==> config.mk <==
export PLATFORM = sky130hd
export DESIGN_NAME = vn_div
export DESIGN_NICKNAME = d
export VERILOG_FILES = /design/src/rtl/vn_pkg.sv /design/src/rtl/vn_div.sv
export SDC_FILE = /design/constraint.sdc
export NUM_CORES = 2
export LEC_CHECK = 0
export BUFFER_PORTS_ARGS = -buffer_cell sky130_fd_sc_hd__buf_2
export CELL_PAD_IN_SITES_DETAIL_PLACEMENT = 1
export CELL_PAD_IN_SITES_GLOBAL_PLACEMENT = 1
export CORE_MARGIN = 2
export CORE_UTILIZATION = 57
export DETAILED_ROUTE_END_ITERATION = 8
export PLACE_DENSITY = 0.94
export SETUP_SLACK_MARGIN = 0.05
export SYNTH_ARGS = -nofsm -noshare
export SYNTH_HDL_FRONTEND = slang
export SYNTH_SLANG_ARGS = --single-unit
==> constraint.sdc <==
create_clock -name clk -period 12.7 [get_ports clk]
set_input_delay 1.27 -clock clk [delete_from_list [all_inputs] [get_ports clk]]
set_output_delay 1.27 -clock clk [all_outputs]
set_load 0.02 [all_outputs]
==> src/rtl/vn_pkg.sv <==
// vn_pkg: shared types and constants for the vector_normalize_3d pipeline.
// No dependencies.
`default_nettype none
package vn_pkg;

  localparam int unsigned CompW     = 32;
  localparam int unsigned SumW      = 64;
  localparam int unsigned RootW     = 32;
  localparam int unsigned QuotW     = 31;
  localparam int unsigned OutFrac   = 30;
  localparam int unsigned SqrtSteps = RootW;
  localparam int unsigned DivSteps  = QuotW;

  // raw item fields that ride alongside the arithmetic
  typedef struct packed {
    logic               func;
    logic [CompW-1:0]   x;
    logic [CompW-1:0]   y;
    logic [CompW-1:0]   z;
    logic [CompW-1:0]   w;
  } side_t;

endpackage
`default_nettype wire

==> src/rtl/vn_div.sv <==
// vn_div: pipelined restoring divider forming round(m * 2^30 / len),
// one quotient bit per register stage. Depends on vn_pkg.
`default_nettype none
module vn_div (
  input  wire logic                      clk,
  input  wire logic                      en,
  input  wire logic [vn_pkg::CompW-1:0]  mag_in,
  input  wire logic [vn_pkg::RootW-1:0]  len_in,
  output logic [vn_pkg::QuotW-1:0]       quot_out
);

  localparam int unsigned N = vn_pkg::DivSteps;

  logic [61:0]               num;
  logic [31:0]               rem_r  [N];
  logic [30:0]               nr_r   [N];
  logic [vn_pkg::QuotW-1:0]  q_r    [N];
  logic [vn_pkg::RootW-1:0]  len_r  [N];

  // numerator with half the divisor added for rounding
  assign num = {mag_in[31:0], 30'd0} + {31'd0, len_in[31:1]};

  for (genvar i = 0; i < N; i++) begin : g_step
    logic [31:0]              rem_p;
    logic [30:0]              nr_p;
    logic [vn_pkg::QuotW-1:0] q_p;
    logic [vn_pkg::RootW-1:0] len_p;
    logic [32:0]              cur;
    logic                     ge;

    if (i == 0) begin : g_first
      assign rem_p = {1'b0, num[61:31]};
      assign nr_p  = num[30:0];
      assign q_p   = '0;
      assign len_p = len_in;
    end else begin : g_next
      assign rem_p = rem_r[i-1];
      assign nr_p  = nr_r[i-1];
      assign q_p   = q_r[i-1];
      assign len_p = len_r[i-1];
    end

    assign cur = {rem_p, nr_p[30]};
    assign ge  = (cur >= {1'b0, len_p});

    always_ff @(posedge clk) begin
      if (en) begin
        rem_r[i] <= ge ? 32'(cur - {1'b0, len_p}) : cur[31:0];
        nr_r[i]  <= {nr_p[29:0], 1'b0};
        q_r[i]   <= {q_p[vn_pkg::QuotW-2:0], ge};
        len_r[i] <= len_p;
      end
    end
  end

  assign quot_out = q_r[N-1];

endmodule
`default_nettype wire

Yosys cells after proc, flatten, opt, wreduce, memory -nomap -nowiden
Memories as Yosys holds them, arrays and structs flattened.
Index checks and enable logic that the tools add are counted.
{"block": "word_totals", "ff_bits": 0, "mem_bits_rw": 3875, "in_bits": 66, "output_inout_bits": 31, "wordCells": 100, "n_memories": 4}
{"block": "op_classes", "n_addsub": 32, "n_lt_le_gt_ge": 31, "n_mux": 33}
{"memory": "len_r", "words": 31, "word_bits": 32, "read_ports": 30, "rd_ports_with_merged_regs": 0, "wr": 31, "line_no": "vn_div.sv:18", "rtl": "logic [vn_pkg::RootW-1:0] len_r [N];"}
{"memory": "rem_r", "words": 31, "word_bits": 32, "read_ports": 30, "rd_ports_with_merged_regs": 0, "wr": 31, "line_no": "vn_div.sv:15", "rtl": "logic [31:0] rem_r [N];"}
{"memory": "q_r", "words": 31, "word_bits": 31, "read_ports": 31, "rd_ports_with_merged_regs": 0, "wr": 31, "line_no": "vn_div.sv:17", "rtl": "logic [vn_pkg::QuotW-1:0] q_r [N];"}
{"memory": "nr_r", "words": 31, "word_bits": 30, "read_ports": 30, "rd_ports_with_merged_regs": 0, "wr": 31, "line_no": "vn_div.sv:16", "rtl": "logic [30:0] nr_r [N];"}
{"operator": "$mux W32", "count": 31}
{"operator": "$sub A32 B32 Y32", "count": 31}
{"operator": "$ge A33 B32 Y1", "count": 30}
{"operator": "$add A62 B31 Y62", "count": 1}
{"operator": "$ge A32 B32 Y1", "count": 1}
{"operator": "$mux W1", "count": 2}

Longest topological paths before layout
{"block": "depth", "word_depth": 3, "ltp_mapped": 21, "depth_no_buf": 19}

Least setup slack after synthesis
OpenSTA, ideal clock, no wires.
{"block": "synth_path", "path_type": "in2reg", "startpoint": "input port mag_in[2] in the netlist's numbering", "endpoint": "memory rem_r[0][29], data pin", "setup_time_ns": 0.269, "arrival_time_ns": 5.015, "required_time_ns": 12.431, "path_slack_ns": 7.416, "stages": 20, "path_buffers": 2, "cell_sequence": "and3_1 > and3_1 > nand3_1 > nand2b_1 > nor3_1 > and2_1 > nand2_1 > xnor2_1 > ha_1 > a21o_1 > a21oi_1 > nor2b_1 > o21ai_0 > nand2b_1 > a21oi_1 > o21ai_0 > nor4_1 > clkbuf_1 > clkbuf_1 > o21ai_0"}
{"item": "start: declaration", "line_no": "vn_div.sv:7", "rtl": "input wire logic [vn_pkg::CompW-1:0] mag_in,"}
{"item": "end: declaration", "line_no": "vn_div.sv:15"}

==> insert_results.sql <==
INSERT INTO impl_metrics (metric_group, metric, value, unit) VALUES
('yosys', 'syn_area_per_cell', '11.4', 'um2'),
('critical_path', 'worst_ep_required_time', '13.37', 'ns'),
('yosys', 'synthDistinctLibCells', '89', ''),
('floorplan', 'die_w', '490', 'um'),
('job', 'timing.max_cap.violations', '1', ''),
('pwr', 'part_of_the_total_power_dissipated_in_sequential_elements', '0.329', ''),
('floorplan', 'std_cell_rows', '178', ''),
('global_routing', 'vias_in_the_first_global_route', '104000', ''),
('yosys', 'synthesis.yosys.warnings', '0', ''),
('floorplan', 'initial_utilization', '0.573', ''),
('critical_path', 'worstSetupPathType', 'in -> reg', ''),
('critical_path', 'end_kind', 'flip-flop', ''),
('floorplan', 'die_area', '240000', 'um2'),
('clock_network', 'cts_htree_levels', '5', ''),
('clock_network', 'worstSkewPairLatency', '0.96', 'ns'),
('worst_hold_path', 'hold_path.class', 'reg -> reg', ''),
('timing', 'relSlewSlack', '-0.0453', ''),
('timing', 'period_needed', '6.08', 'ns'),
('floorplan', 'die_h', '490', 'um'),
('drt', 'totalWireLength', '398000', 'um'),
('finish', 'nets', '13100', ''),
('pwr', 'power_density', '280', 'nW/um2'),
('clock_network', 'worst_setup_hold_path_clk_slew', '0.06', 'ns'),
('yosys', 'ys_ff_latch', '2416', ''),
('yosys', 'synth-seq-area-share', '0.538', ''),
('floorplan', 'io-pin-count', '97', ''),
('timing', 'setup-tns-final', '0', 'ns'),
('yosys', 'synth_enable_flop_cells', '2416', ''),
('clock_network', 'post-cts-setup-buffers', '0', ''),
('yosys', 'synth.net_count', '12900', ''),
('global_routing', 'grt_use_total', '0.323', ''),
('timing', 'maxClockFrequency', '165', 'MHz'),
('pwr', 'power.share.clock', '0.190', ''),
('placement', 'detailed_place_hpwl', '283000', 'um'),
('clock_network', 'clock_path_buffers', '4', ''),
('drt', 'antenna_violating_nets_post_route', '0', ''),
('clock_network', 'holdBufCountCts', '0', ''),
('clock_network', 'root_buffer', 'sky130_fd_sc_hd__clkbuf_16', ''),
('status', 'failed_checks', 'max-capacitance violations, max-slew violations', ''),
('timing', 'final-setup-viol-count', '0', ''),
('timing', 'hold_violations', '0', ''),
('clock_network', 'post_cts_resize_count', '0', ''),
('finish', 'area.growth.synth_to_final', '9.40', '%'),
('clock_network', 'clock-sinks', '2416', ''),
('placement', 'gp_routability_congestion', '0.955', ''),
('timing', 'finalCritPeriodShare', '0.478', ''),
('pwr', 'internal_power', '24.5', 'mW'),
('timing', 'grt_setup_unrepaired', 'false', ''),
('critical_path', 'start_kind', 'input port', ''),
('pwr', 'vdd_drop_max', '0.243', 'mV'),
('yosys', 'netlist_instances', '11800', ''),
('placement', 'port_buffers', '96', ''),
('yosys', 'yosys-top-cells-area', 'sky130_fd_sc_hd__edfxtp_1 54%, sky130_fd_sc_hd__ha_1 9.2%, sky130_fd_sc_hd__a21oi_1 3.5%', ''),
('timing', 'timing_worst_slew_pin_value', '1.55', 'ns'),
('drt', 'vias_per_cell', '6.37', ''),
('drt', 'drt_pass1_iterations', '6', ''),
('critical_path', 'crit_path_max_fanout', '51', ''),
('finish', 'fin_area', '147000', 'um2'),
('clock_network', 'cts_buffer_count', '286', ''),
('global_routing', 'grt_antenna_before_repair', '12', ''),
('drt', 'num_vias', '97800', ''),
('drt', 'dr.first_iter.drc_count', '9611', ''),
('global_routing', 'global_route_wire_length_before_repair', '615000', 'um'),
('clock_network', 'tritoncts', 'done', ''),
('yosys', 'yosys.area.top_type_share', '0.538', ''),
('pwr', 'comb_power_share', '0.481', ''),
('global_routing', 'gr-total-overflow', '0', ''),
('floorplan', 'placeableCoreArea', '235000', 'um2'),
('timing', 'final_max_slew_viols', '2', ''),
('timing', 'setup_skew_after_layout', '0.0682', 'ns'),
('pwr', 'total_leakage_power', '60.3', 'nW'),
('pwr', 'power_switching_share', '0.407', ''),
('pwr', 'switchingPower', '16.8', 'mW'),
('global_routing', 'grt_start_max_net_pins', '195', ''),
('status', 'result_of_the_run', 'finished with violations', ''),
('yosys', 'async_flop_share', '0', ''),
('finish', 'drive_above_1_share', '0.0833', ''),
('yosys', 'synth_top_flop_cell', 'sky130_fd_sc_hd__edfxtp_1', ''),
('placement', 'post_dp_cell_area', '139000', 'um2'),
('drt', 'drt_drc_violations_left', '0', ''),
('critical_path', 'cp_data_arrival_time', '6.75', 'ns'),
('yosys', 'cell_area_after_technology_mapping', '135000', 'um2'),
('yosys', 'post-synth-top-area-cell', 'sky130_fd_sc_hd__edfxtp_1', ''),
('drt', 'drt-wirelength-per-cell', '25.9', 'um');
stage by stage:
stage          std cells   util  hold WS, ns  total power, mW  setup WS, ns
3_3_place_gp       14900  0.590        0.400             30.9          5.64
6_report           15400  0.627        0.393             41.2          6.62
5_1_grt            15400  0.627        0.418             43.3          6.06
3_5_place_dp       14900  0.590        0.405             32.4          5.52
2_1_floorplan      11800      -        0.400             26.6          7.42
4_1_cts            15400  0.627        0.407             40.9          6.50
layer usage:
layer,global-route usage,vias up,part of all wire
li1,-,43700,-
met1,0.411,49200,0.40
met2,0.562,3821,0.50
met3,0.0437,1084,0.061
met4,0.122,6,0.039
met5,0,-,0.000098
flip-flops by register name, summed over array words and instances (netlist names):
name,count
q_r,496
rem_r,960
len_r,960
placed cells by master (no fill, tap or decap), types with 25 or more instances in the layout:
master / synthesis / final
sky130_fd_sc_hd__inv_1: 1203 / 1203
sky130_fd_sc_hd__a21oi_1: 938 / 938
sky130_fd_sc_hd__buf_4: 8 / 41
sky130_fd_sc_hd__a211oi_1: 78 / 78
sky130_fd_sc_hd__o31a_1: 29 / 27
sky130_fd_sc_hd__a221oi_1: 26 / 26
sky130_fd_sc_hd__nor2b_1: 158 / 158
sky130_fd_sc_hd__clkbuf_1: 214 / 55
sky130_fd_sc_hd__buf_2: 39 / 95
sky130_fd_sc_hd__o211ai_1: 36 / 36
sky130_fd_sc_hd__clkbuf_16: 0 / 292
sky130_fd_sc_hd__edfxtp_1: 2416 / 2416
sky130_fd_sc_hd__clkinv_2: 0 / 43
sky130_fd_sc_hd__nand4_1: 165 / 165
sky130_fd_sc_hd__o21a_1: 124 / 123
sky130_fd_sc_hd__or3_1: 39 / 39
sky130_fd_sc_hd__clkinv_1: 0 / 59
sky130_fd_sc_hd__xor2_1: 335 / 335
sky130_fd_sc_hd__ha_1: 994 / 994
sky130_fd_sc_hd__nand3_1: 185 / 185
sky130_fd_sc_hd__nand2b_1: 149 / 149
sky130_fd_sc_hd__a21o_1: 521 / 519
sky130_fd_sc_hd__nor4_1: 31 / 30
sky130_fd_sc_hd__and4_1: 28 / 28
sky130_fd_sc_hd__o21bai_1: 107 / 107
sky130_fd_sc_hd__or2_2: 27 / 27
sky130_fd_sc_hd__o21ai_0: 799 / 798
sky130_fd_sc_hd__mux2_2: 397 / 397
sky130_fd_sc_hd__nor3_1: 117 / 117
sky130_fd_sc_hd__xnor2_1: 497 / 497
sky130_fd_sc_hd__a31o_2: 25 / 25
sky130_fd_sc_hd__fa_1: 30 / 30
sky130_fd_sc_hd__a31oi_1: 108 / 108
sky130_fd_sc_hd__nor2_1: 628 / 628
sky130_fd_sc_hd__o31ai_1: 72 / 72
sky130_fd_sc_hd__mux2i_1: 32 / 32
sky130_fd_sc_hd__and3_1: 68 / 68
sky130_fd_sc_hd__nand2_1: 840 / 839
sky130_fd_sc_hd__a21boi_0: 25 / 25
sky130_fd_sc_hd__and2_1: 39 / 39
area by class of cell:
type / count / area [um2]
Clock inverter: 142 / 1120
Multi-Input combinational cell: 7947 / 56800
Antenna cell: 9 / 22.5
Sequential cell: 2416 / 72500
Timing Repair Buffer: 147 / 1000
Fill cell: 24000 / 87700
Inverter: 1203 / 4520
Clock buffer: 347 / 7510
Tap cell: 3150 / 3940
worst max-delay path, stage by stage:
cell                       delay [ns]
sky130_fd_sc_hd__buf_2           0.21
sky130_fd_sc_hd__ha_1            0.23
sky130_fd_sc_hd__and3_1          0.26
sky130_fd_sc_hd__nand3_1         0.19
sky130_fd_sc_hd__nand2b_1        0.27
sky130_fd_sc_hd__nor3_1          0.51
sky130_fd_sc_hd__and2_1          0.29
sky130_fd_sc_hd__nand2_1         0.09
sky130_fd_sc_hd__xnor2_1         0.25
sky130_fd_sc_hd__ha_1            0.34
sky130_fd_sc_hd__a21o_1          0.21
sky130_fd_sc_hd__a21oi_1         0.16
sky130_fd_sc_hd__nor2b_1         0.07
sky130_fd_sc_hd__o21ai_0         0.21
sky130_fd_sc_hd__nand2b_1        0.09
sky130_fd_sc_hd__a21oi_1         0.20
sky130_fd_sc_hd__o21ai_0         0.14
sky130_fd_sc_hd__nor4_2          0.68
sky130_fd_sc_hd__buf_4           0.58
sky130_fd_sc_hd__inv_1           0.16
sky130_fd_sc_hd__mux2_2          0.30
power by group through the flow:
stage	Clock (mW)	Sequential (mW)	Combinational, mW
finish	7.84	13.5	19.8
global route	8.17	13.7	21.4
CTS	7.91	13.5	19.5
detailed placement	0	13.6	18.9
global placement	0	13.4	17.4
floorplan	0	12.7	13.9
final timing paths:
kind	startpoint	to	slack, ns	cells after the start
setup / recovery	len_in[31]	rem_r[0][18]	6.62	21
hold / removal	q_r[0][444]	q_r[0][476]	0.39	0
setup reg to reg	len_r[1][97]	rem_r[1][132]	7.70	14
hold reg to reg	q_r[0][444]	q_r[0][476]	0.39	0
cell families (layout without fill, tap and decap cells):
group,Yosys count,in the layout,share of synthesized area
other,0,9,0
AO/OA/AOI/OAI,3128,3128,0.145
AND/OR/NAND/NOR,2534,2534,0.0889
XOR/XNOR,832,832,0.0541
buffers and inverters,1471,1839,0.0416
adder cells (fa/ha/maj),1024,1024,0.0967
flip-flops,2416,2416,0.538
multiplexers,429,429,0.0355
synthesized netlist by cell type, types with 16 or more instances:
| cell type | number |
|---|---|
| sky130_fd_sc_hd__o31a_1 | 29 |
| sky130_fd_sc_hd__inv_1 | 1203 |
| sky130_fd_sc_hd__a2111oi_0 | 16 |
| sky130_fd_sc_hd__ha_1 | 994 |
| sky130_fd_sc_hd__a21o_1 | 521 |
| sky130_fd_sc_hd__a221o_1 | 17 |
| sky130_fd_sc_hd__xor2_1 | 335 |
| sky130_fd_sc_hd__mux2i_1 | 32 |
| sky130_fd_sc_hd__buf_2 | 39 |
| sky130_fd_sc_hd__nand4_1 | 165 |
| sky130_fd_sc_hd__and3_1 | 68 |
| sky130_fd_sc_hd__a31oi_1 | 108 |
| sky130_fd_sc_hd__a21boi_0 | 25 |
| sky130_fd_sc_hd__o41ai_1 | 17 |
| sky130_fd_sc_hd__fa_1 | 30 |
| sky130_fd_sc_hd__xnor2_1 | 497 |
| sky130_fd_sc_hd__nand2b_1 | 149 |
| sky130_fd_sc_hd__nor3_1 | 117 |
| sky130_fd_sc_hd__or3_1 | 39 |
| sky130_fd_sc_hd__nor2b_1 | 158 |
| sky130_fd_sc_hd__o31ai_1 | 72 |
| sky130_fd_sc_hd__mux2_2 | 397 |
| sky130_fd_sc_hd__a211oi_1 | 78 |
| sky130_fd_sc_hd__and2_1 | 39 |
| sky130_fd_sc_hd__and4_1 | 28 |
| sky130_fd_sc_hd__a31o_2 | 25 |
| sky130_fd_sc_hd__clkbuf_1 | 214 |
| sky130_fd_sc_hd__a21oi_1 | 938 |
| sky130_fd_sc_hd__nand2_1 | 840 |
| sky130_fd_sc_hd__o21bai_1 | 107 |
| sky130_fd_sc_hd__nor2_1 | 628 |
| sky130_fd_sc_hd__a221oi_1 | 26 |
| sky130_fd_sc_hd__nand3_1 | 185 |
| sky130_fd_sc_hd__o211ai_1 | 36 |
| sky130_fd_sc_hd__or2_2 | 27 |
| sky130_fd_sc_hd__o21ai_0 | 799 |
| sky130_fd_sc_hd__o21a_1 | 124 |
| sky130_fd_sc_hd__a41oi_1 | 18 |
| sky130_fd_sc_hd__edfxtp_1 | 2416 |
| sky130_fd_sc_hd__a211o_1 | 17 |
| sky130_fd_sc_hd__nor4_1 | 31 |
No activity file was read; power rests on OpenSTA's default activity.
